`config.mk`:
```
export PLATFORM = sky130hd
export DESIGN_NAME = positional_ordered_list
export DESIGN_NICKNAME = d
export VERILOG_FILES = /design/src/rtl/pol_pkg.sv /design/src/rtl/pol_ctrl.sv /design/src/rtl/pol_dpath.sv /design/src/rtl/positional_ordered_list.sv
export SDC_FILE = /design/constraint.sdc
export NUM_CORES = 2
export LEC_CHECK = 0
export BUFFER_PORTS_ARGS = -buffer_cell sky130_fd_sc_hd__buf_2
export CORE_MARGIN = 4
export CORE_UTILIZATION = 45
export DETAILED_ROUTE_END_ITERATION = 8
export SETUP_SLACK_MARGIN = 0.05
export SLEW_MARGIN = 20
export SYNTH_ARGS = -nofsm -noshare
export SYNTH_HDL_FRONTEND = slang
export SYNTH_HIERARCHICAL = 1
export SYNTH_SLANG_ARGS = --single-unit
```
`constraint.sdc`:
```
create_clock -name clk -period 7.4 [get_ports clk]
set_clock_uncertainty 0.2 [all_clocks]
set_input_delay 0.37 -clock clk [delete_from_list [all_inputs] [get_ports clk]]
set_output_delay 0.37 -clock clk [all_outputs]
set_load 0.1 [all_outputs]
```
`src/rtl/pol_pkg.sv`:
```
// shared types and codes for the positional ordered list
package pol_pkg;

    // command codes
    localparam logic [1:0] CMD_INS_HEAD = 2'd0;
    localparam logic [1:0] CMD_INS_POS  = 2'd1;
    localparam logic [1:0] CMD_REMOVE   = 2'd2;
    localparam logic [1:0] CMD_READOUT  = 2'd3;

    // status codes
    localparam logic [1:0] ST_OK      = 2'd0;
    localparam logic [1:0] ST_INVALID = 2'd1;
    localparam logic [1:0] ST_FULL    = 2'd2;
    localparam logic [1:0] ST_EMPTY   = 2'd3;

    // controller to datapath
    typedef struct packed {
        logic latch;      // capture the incoming item
        logic exec;       // carry out the latched command
        logic read_step;  // stream one entry and rotate the list
        logic load;       // load the result register
    } dp_cmd_t;

    // datapath to controller
    typedef struct packed {
        logic is_read;    // latched command is read out
        logic empty;      // list holds no entry
        logic read_last;  // current read out entry is the final one
    } dp_stat_t;

endpackage

```
`src/rtl/pol_ctrl.sv`:
```
// controller state machine for the positional ordered list
module pol_ctrl
    import pol_pkg::*;
(
    input  logic     clk,
    input  logic     rst_n,
    input  logic     in_valid,
    output logic     in_ready,
    output logic     out_valid,
    input  logic     out_ready,
    input  dp_stat_t stat,
    output dp_cmd_t  cmd
);

    localparam logic [1:0] S_IDLE = 2'd0;
    localparam logic [1:0] S_EXEC = 2'd1;
    localparam logic [1:0] S_READ = 2'd2;

    logic [1:0] state_reg;
    logic [1:0] state_next;
    logic       out_valid_reg;
    logic       out_valid_next;
    logic       out_free;

    assign out_free  = !out_valid_reg || out_ready;
    assign in_ready  = (state_reg == S_IDLE);
    assign out_valid = out_valid_reg;

    always_comb
    begin
        state_next    = state_reg;
        cmd           = '0;
        unique case (state_reg)
            S_IDLE:
            begin
                if (in_valid)
                begin
                    cmd.latch  = 1'b1;
                    state_next = S_EXEC;
                end
            end
            S_EXEC:
            begin
                if (out_free)
                begin
                    cmd.exec = 1'b1;
                    // a non-empty read out emits its entries from the read state
                    if (stat.is_read && !stat.empty)
                    begin
                        state_next = S_READ;
                    end
                    else
                    begin
                        cmd.load   = 1'b1;
                        state_next = S_IDLE;
                    end
                end
            end
            S_READ:
            begin
                if (out_free)
                begin
                    cmd.read_step = 1'b1;
                    cmd.load      = 1'b1;
                    if (stat.read_last)
                    begin
                        state_next = S_IDLE;
                    end
                end
            end
            default:
            begin
                state_next = S_IDLE;
            end
        endcase
    end

    always_comb
    begin
        if (cmd.load)
        begin
            out_valid_next = 1'b1;
        end
        else if (out_ready)
        begin
            out_valid_next = 1'b0;
        end
        else
        begin
            out_valid_next = out_valid_reg;
        end
    end

    always_ff @(posedge clk or negedge rst_n)
    begin
        if (!rst_n)
        begin
            state_reg     <= S_IDLE;
            out_valid_reg <= 1'b0;
        end
        else
        begin
            state_reg     <= state_next;
            out_valid_reg <= out_valid_next;
        end
    end

endmodule

```
`src/rtl/pol_dpath.sv`:
```
// datapath: entry shift array, count, read index and result register
module pol_dpath
    import pol_pkg::*;
#(
    parameter int DEPTH = 16
)
(
    input  logic        clk,
    input  logic        rst_n,
    input  dp_cmd_t     cmd,
    output dp_stat_t    stat,
    input  logic [1:0]  in_command,
    input  logic [31:0] in_value,
    input  logic [7:0]  in_position,
    output logic [1:0]  res_status,
    output logic [31:0] res_data,
    output logic [6:0]  res_index,
    output logic        res_last
);

    localparam int CW = $clog2(DEPTH + 1);
    localparam int IW = $clog2(DEPTH);

    logic [31:0]   ent_reg  [DEPTH];
    logic [31:0]   ent_next [DEPTH];
    logic [CW-1:0] count_reg;
    logic [CW-1:0] count_next;
    logic [CW-1:0] rd_idx_reg;
    logic [CW-1:0] rd_idx_next;

    logic [1:0]    op_reg;
    logic [31:0]   val_reg;
    logic [7:0]    pos_reg;

    logic [1:0]    status_reg;
    logic [31:0]   data_reg;
    logic [6:0]    index_reg;
    logic          last_reg;

    logic [8:0]    eff9;
    logic [8:0]    cnt9;
    logic          is_ins;
    logic          ins_ok;
    logic          ins_range_ok;
    logic          rem_ok;
    logic          full;
    logic [IW-1:0] rem_k;
    logic [31:0]   taken;

    logic [1:0]    st_calc;
    logic [31:0]   data_calc;

    assign cnt9   = 9'(count_reg);
    assign eff9   = (op_reg == CMD_INS_HEAD) ? 9'd1 : {1'b0, pos_reg};
    assign is_ins = (op_reg == CMD_INS_HEAD) || (op_reg == CMD_INS_POS);
    assign full   = (cnt9 == 9'(DEPTH));
    assign ins_range_ok = (eff9 != 9'd0) && (eff9 <= cnt9 + 9'd1);
    assign ins_ok = is_ins && ins_range_ok && !full;
    assign rem_ok = (op_reg == CMD_REMOVE) && (eff9 != 9'd0) && (eff9 <= cnt9);
    assign rem_k  = IW'(eff9 - 9'd1);
    assign taken  = ent_reg[rem_k];

    assign stat.is_read   = (op_reg == CMD_READOUT);
    assign stat.empty     = (count_reg == '0);
    assign stat.read_last = (9'(rd_idx_reg) + 9'd1 == cnt9);

    always_comb
    begin
        st_calc   = ST_OK;
        data_calc = '0;
        unique case (op_reg)
            CMD_INS_HEAD:
            begin
                st_calc = full ? ST_FULL : ST_OK;
            end
            CMD_INS_POS:
            begin
                // range check comes before the full check
                if (!ins_range_ok)
                begin
                    st_calc = ST_INVALID;
                end
                else if (full)
                begin
                    st_calc = ST_FULL;
                end
            end
            CMD_REMOVE:
            begin
                if (rem_ok)
                begin
                    data_calc = taken;
                end
                else
                begin
                    st_calc = ST_INVALID;
                end
            end
            CMD_READOUT:
            begin
                st_calc = ST_EMPTY;
            end
            default:
            begin
                st_calc = ST_OK;
            end
        endcase
    end

    always_comb
    begin
        count_next  = count_reg;
        rd_idx_next = rd_idx_reg;
        for (int i = 0; i < DEPTH; i++)
        begin
            ent_next[i] = ent_reg[i];
        end
        if (cmd.exec && ins_ok)
        begin
            for (int i = 0; i < DEPTH; i++)
            begin
                if (9'(i) + 9'd1 == eff9)
                begin
                    ent_next[i] = val_reg;
                end
                else if ((9'(i) >= eff9) && (9'(i) <= cnt9))
                begin
                    ent_next[i] = ent_reg[(i == 0) ? 0 : i - 1];
                end
            end
            count_next = count_reg + CW'(1);
        end
        else if (cmd.exec && rem_ok)
        begin
            for (int i = 0; i < DEPTH; i++)
            begin
                if ((9'(i) + 9'd1 >= eff9) && (9'(i) + 9'd1 < cnt9))
                begin
                    ent_next[i] = ent_reg[(i == DEPTH - 1) ? i : i + 1];
                end
            end
            count_next = count_reg - CW'(1);
        end
        else if (cmd.exec)
        begin
            rd_idx_next = '0;
        end
        else if (cmd.read_step)
        begin
            // rotate left by one; after count steps the list is back in place
            for (int i = 0; i < DEPTH; i++)
            begin
                if (9'(i) + 9'd1 < cnt9)
                begin
                    ent_next[i] = ent_reg[(i == DEPTH - 1) ? i : i + 1];
                end
                else if (9'(i) + 9'd1 == cnt9)
                begin
                    ent_next[i] = ent_reg[0];
                end
            end
            rd_idx_next = stat.read_last ? '0 : rd_idx_reg + CW'(1);
        end
    end

    always_ff @(posedge clk or negedge rst_n)
    begin
        if (!rst_n)
        begin
            count_reg  <= '0;
            rd_idx_reg <= '0;
        end
        else
        begin
            count_reg  <= count_next;
            rd_idx_reg <= rd_idx_next;
        end
    end

    always_ff @(posedge clk)
    begin
        for (int i = 0; i < DEPTH; i++)
        begin
            ent_reg[i] <= ent_next[i];
        end
        if (cmd.latch)
        begin
            op_reg  <= in_command;
            val_reg <= in_value;
            pos_reg <= in_position;
        end
        if (cmd.load)
        begin
            if (cmd.read_step)
            begin
                status_reg <= ST_OK;
                data_reg   <= ent_reg[0];
                index_reg  <= 7'(9'(rd_idx_reg) + 9'd1);
                last_reg   <= stat.read_last;
            end
            else
            begin
                status_reg <= st_calc;
                data_reg   <= data_calc;
                index_reg  <= '0;
                last_reg   <= 1'b1;
            end
        end
    end

    assign res_status = status_reg;
    assign res_data   = data_reg;
    assign res_index  = index_reg;
    assign res_last   = last_reg;

endmodule

```
`src/rtl/positional_ordered_list.sv`:
```
// positional ordered list: insert, remove and read out at one-based positions
// an item is taken in the idle state, executed in the execute state once the output register is free
// and its result is loaded into the result register; no new item is taken until the last one is done
// read out streams one entry per cycle through the rotating array while the output is not stalled
// reset: rst_n clears count and control, list contents are undefined until written
module positional_ordered_list
    import pol_pkg::*;
#(
    parameter int DEPTH = 16
)
(
    input  logic        clk,
    input  logic        rst_n,
    input  logic        s_tvalid,
    output logic        s_tready,
    input  logic [39:0] s_tdata,   // value[31:0], position[39:32]
    input  logic [1:0]  s_tuser,   // command[1:0]
    output logic        m_tvalid,
    input  logic        m_tready,
    output logic [39:0] m_tdata,   // data[31:0], entry_index[38:32], zero[39]
    output logic [1:0]  m_tuser,   // status[1:0]
    output logic        m_tlast
);

    dp_cmd_t     cmd;
    dp_stat_t    stat;
    logic [31:0] res_data;
    logic [6:0]  res_index;

    pol_ctrl u_ctrl
    (
        .clk       (clk),
        .rst_n     (rst_n),
        .in_valid  (s_tvalid),
        .in_ready  (s_tready),
        .out_valid (m_tvalid),
        .out_ready (m_tready),
        .stat      (stat),
        .cmd       (cmd)
    );

    pol_dpath #(
        .DEPTH (DEPTH)
    ) u_dpath
    (
        .clk         (clk),
        .rst_n       (rst_n),
        .cmd         (cmd),
        .stat        (stat),
        .in_command  (s_tuser),
        .in_value    (s_tdata[31:0]),
        .in_position (s_tdata[39:32]),
        .res_status  (m_tuser),
        .res_data    (res_data),
        .res_index   (res_index),
        .res_last    (m_tlast)
    );

    assign m_tdata = {1'b0, res_index, res_data};

endmodule

```
==> results.py <==
metrics = {
    "cells_and_area": {
        "antenna_cells": 0,
        "final_util_pct": 49.6,
        "fill_cells": 7372,
        "area_growth_syn_to_layout_pct": 9.08,
        "fin_nets": 3522,
        "drive_gt1_share_pct": 9.20,
        "largest_reg_flops": 512,
        "regArea_mm2": 0.0182,
        "multi_input_area_mm2": 0.0175,
    },
    "floorplan": {
        "ios": 91,
        "die_y_um": 296,
        "die_w_um": 296,
        "initial_core_util_pct": 45.5,
        "dieArea_mm2": 0.0878,
        "core_area_mm2": 0.0822,
        "floorplan.rows": 105,
    },
    "pwr": {
        "power.density_mw_per_mm2": 290,
        "p_sw_share_pct": 40.9,
        "ir_worst_vdd_uv": 246,
        "power_frac_comb_pct": 32.3,
        "leakage_nw": 16.3,
        "p_int_mw": 7.00,
        "switchingPower_mw": 4.85,
        "power.share.clock_pct": 29.1,
        "p_seq_share_pct": 38.6,
    },
    "sta": {
        "period_share_pct": 78.9,
        "finalSetupViolCount": 0,
        "setup-tns-final_ps": 0,
        "slew_headroom_pct": 20.3,
        "period_needed_ps": 5840,
        "worst_slack_ps": 1560,
        "slew_viol_final": 0,
        "rsz0062_at_grt": "false",
        "max_freq_mhz": 171,
        "finalHoldViolations": 0,
        "tightest_slew_ps": 1190,
    },
    "clock_network": {
        "cts_made_buffers": 73,
        "clk_path_buf_depth": 3,
        "htree_levels": 3,
        "cts_tree": "done",
        "post_cts_buffers": 0,
        "clk_pin_slew_ps": 60,
        "clock_sinks": 608,
        "clock_latency_ps": 650,
        "root_buffer": "clkbuf_16",
    },
    "run": {
        "max-cap-violations": 0,
    },
    "global_route": {
        "antenna_found_initial": 1,
        "grt_pass1_vias": 32100,
        "gr-total-overflow": 0,
        "grt_pass1_wl_um": 213000,
        "grt_max_degree": 236,
        "grt_use_total_pct": 32.0,
    },
    "synth": {
        "synthesis.area_mm2": 0.0374,
        "synth_edf_count": 595,
        "yosys_warnings": 6,
        "syn_avg_cell_area_um2": 10.3,
        "synth_commonest_cells": "595 x edfxtp_1, 462 x nand2_1, 449 x mux2i_1, 396 x nand3_1, 384 x o221ai_1",
        "syn_inst": 3616,
        "ys_top_cells_by_area": "edfxtp_1 48%, mux2i_1 12%, o221ai_1 9.0%, nand3_1 5.3%, nand2_1 4.6%",
        "synth_top_area_share_pct": 47.8,
        "synth_ff_type": "edfxtp_1",
        "ys_types": 76,
        "ys_ff_latch": 608,
        "synth-async-reset-ratio_pct": 2.14,
        "yosysSeqAreaShare_pct": 48.6,
        "syn_nets": 3680,
        "yosysMostFrequentCell": "edfxtp_1",
        "yosys.area.top_type": "edfxtp_1",
    },
    "worst_setup_path": {
        "crit_path_end_kind": "flip-flop",
        "cp-start-kind": "flip-flop",
        "path_class": "flip-flop to flip-flop",
        "cp.required_ps": 7480,
        "worstPathArrival_ps": 5920,
        "crit_fanout": 87,
    },
    "routing": {
        "drc_errors": 0,
        "vias_per_cell": 7.37,
        "drt-total-wl_um": 146000,
        "wl_met3_um": 17400,
        "drt_iter0_markers": 4967,
        "dr.max_layer_used": "met4",
        "m1WireLength_um": 57100,
        "first_pass_iters": 6,
        "avgRoutedWirePerCell_um": 31.8,
        "route.met2.wl_um": 63100,
        "vias": 33800,
        "ant_nets": 0,
    },
    "placed_design": {
        "gp_congestion": 0.891,
        "dpl_worst_slack_ps": 1740,
        "hpwlAfterDp_um": 74100,
        "portBuffers": 88,
    },
    "outcome": {
        "status": "finished clean",
    },
    "hold_path": {
        "hold_class": "input port to flip-flop",
    },
}
==> final timing paths <==
check / start / end / slack (ps) / cells past startpoint
worst max register to register: u_dpath/count_reg[2]$_DFFE_PN0P_ / u_dpath/ent_reg[14][29]$_DFFE_PP_ / 1560 / 11
min in group asynchronous: rst_n / u_ctrl/state_reg[0]$_DFFE_PN0P_ / 610 / 3
worst min-delay path: s_tvalid / u_ctrl/state_reg[0]$_DFFE_PN0P_ / 110 / 4
max in group asynchronous: rst_n / u_dpath/rd_idx_reg[0]$_DFFE_PN0P_ / 5970 / 3
worst min register to register: u_dpath/rd_idx_reg[1]$_DFFE_PN0P_ / u_dpath/rd_idx_reg[1]$_DFFE_PN0P_ / 360 / 1
worst max-delay path: u_dpath/count_reg[2]$_DFFE_PN0P_ / u_dpath/ent_reg[14][29]$_DFFE_PP_ / 1560 / 11
==> per-layer routing <==
| metal | vias to the layer above | track usage, % |
|---|---|---|
| met4 | 0 | 15.2 |
| met5 | - | 0 |
| met2 | 2602 | 48.5 |
| li1 | 14100 | - |
| met3 | 509 | 6.40 |
| met1 | 16600 | 44.4 |
==> cell families after synthesis <==
kind of cell    count (synthesis)  share of synthesized area, %
buf+inv                       451                          5.33
fa+ha+maj                      19                         0.629
other cells                     2                        0.0201
flops                         608                          48.6
mux                           451                          12.1
compound gates               1013                          20.2
simple gates                 1054                          12.7
xor+xnor                       18                         0.421
==> what timing repair did <==
| item | in CTS | in global routing |
|---|---|---|
| endpoints found under the hold margin | 56 | 0 |
| gates resized for setup | 0 | 0 |
| hold buffers | 45 | 0 |
| endpoints found under the setup margin | 0 | 0 |
==> layout by cell type, fill, tap and decap left out, drive strengths merged, types with 19 or more instances in the layout <==
| master | count |
|---|---|
| nand2 | 472 |
| a31oi | 66 |
| dlygate4sd3 | 45 |
| nand3 | 399 |
| nor2 | 131 |
| buf | 156 |
| clkinv | 31 |
| clkbuf | 93 |
| a21oi | 129 |
| a211oi | 37 |
| a311o | 33 |
| a311oi | 65 |
| o22ai | 166 |
| mux2i | 449 |
| o221ai | 384 |
| o21ai | 65 |
| inv | 19 |
| edfxtp | 595 |
| a22o | 32 |
==> per-stage QoR <==
step           hold slack, ps  std cells  power, mW  area [um2]
2_1_floorplan            -126       3616       6.87       37400
3_3_place_gp             92.4       4407       8.33       38100
3_5_place_dp             86.0       4408       8.36       38200
4_1_cts                  76.0       4582       11.8       40800
5_1_grt                   131       4582       12.1       40800
6_report                  107       4582       11.8       40800
==> final cells by class <==
type	instances	area share, %
Timing Repair Buffer	201	3.67
Clock inverter	36	0.641
Tap cell	1070	3.28
Sequential cell	608	44.6
Clock buffer	93	4.74
Multi-Input combinational cell	2557	42.9
Inverter	17	0.162
==> critical path: stages (launching register included) <==
cell,delay (ps)
dfrtp_1,640
clkinv_1,390
nor2_1,370
nand2_1,120
xnor2_1,240
ha_1,280
and4_1,160
a32oi_1,450
a21o_4,880
o311ai_0,390
a21oi_4,790
buf_4,510
==> power groups by stage <==
stage / logic, mW / registers [mW] / clock network [mW]
floorplan: 1.39 / 5.48 / 0
global placement: 3.70 / 4.63 / 0
detailed placement: 3.73 / 4.63 / 0
CTS: 3.76 / 4.56 / 3.50
global route: 3.90 / 4.59 / 3.64
finish: 3.83 / 4.57 / 3.45
Note: power is estimated with default switching activity, not from simulation.
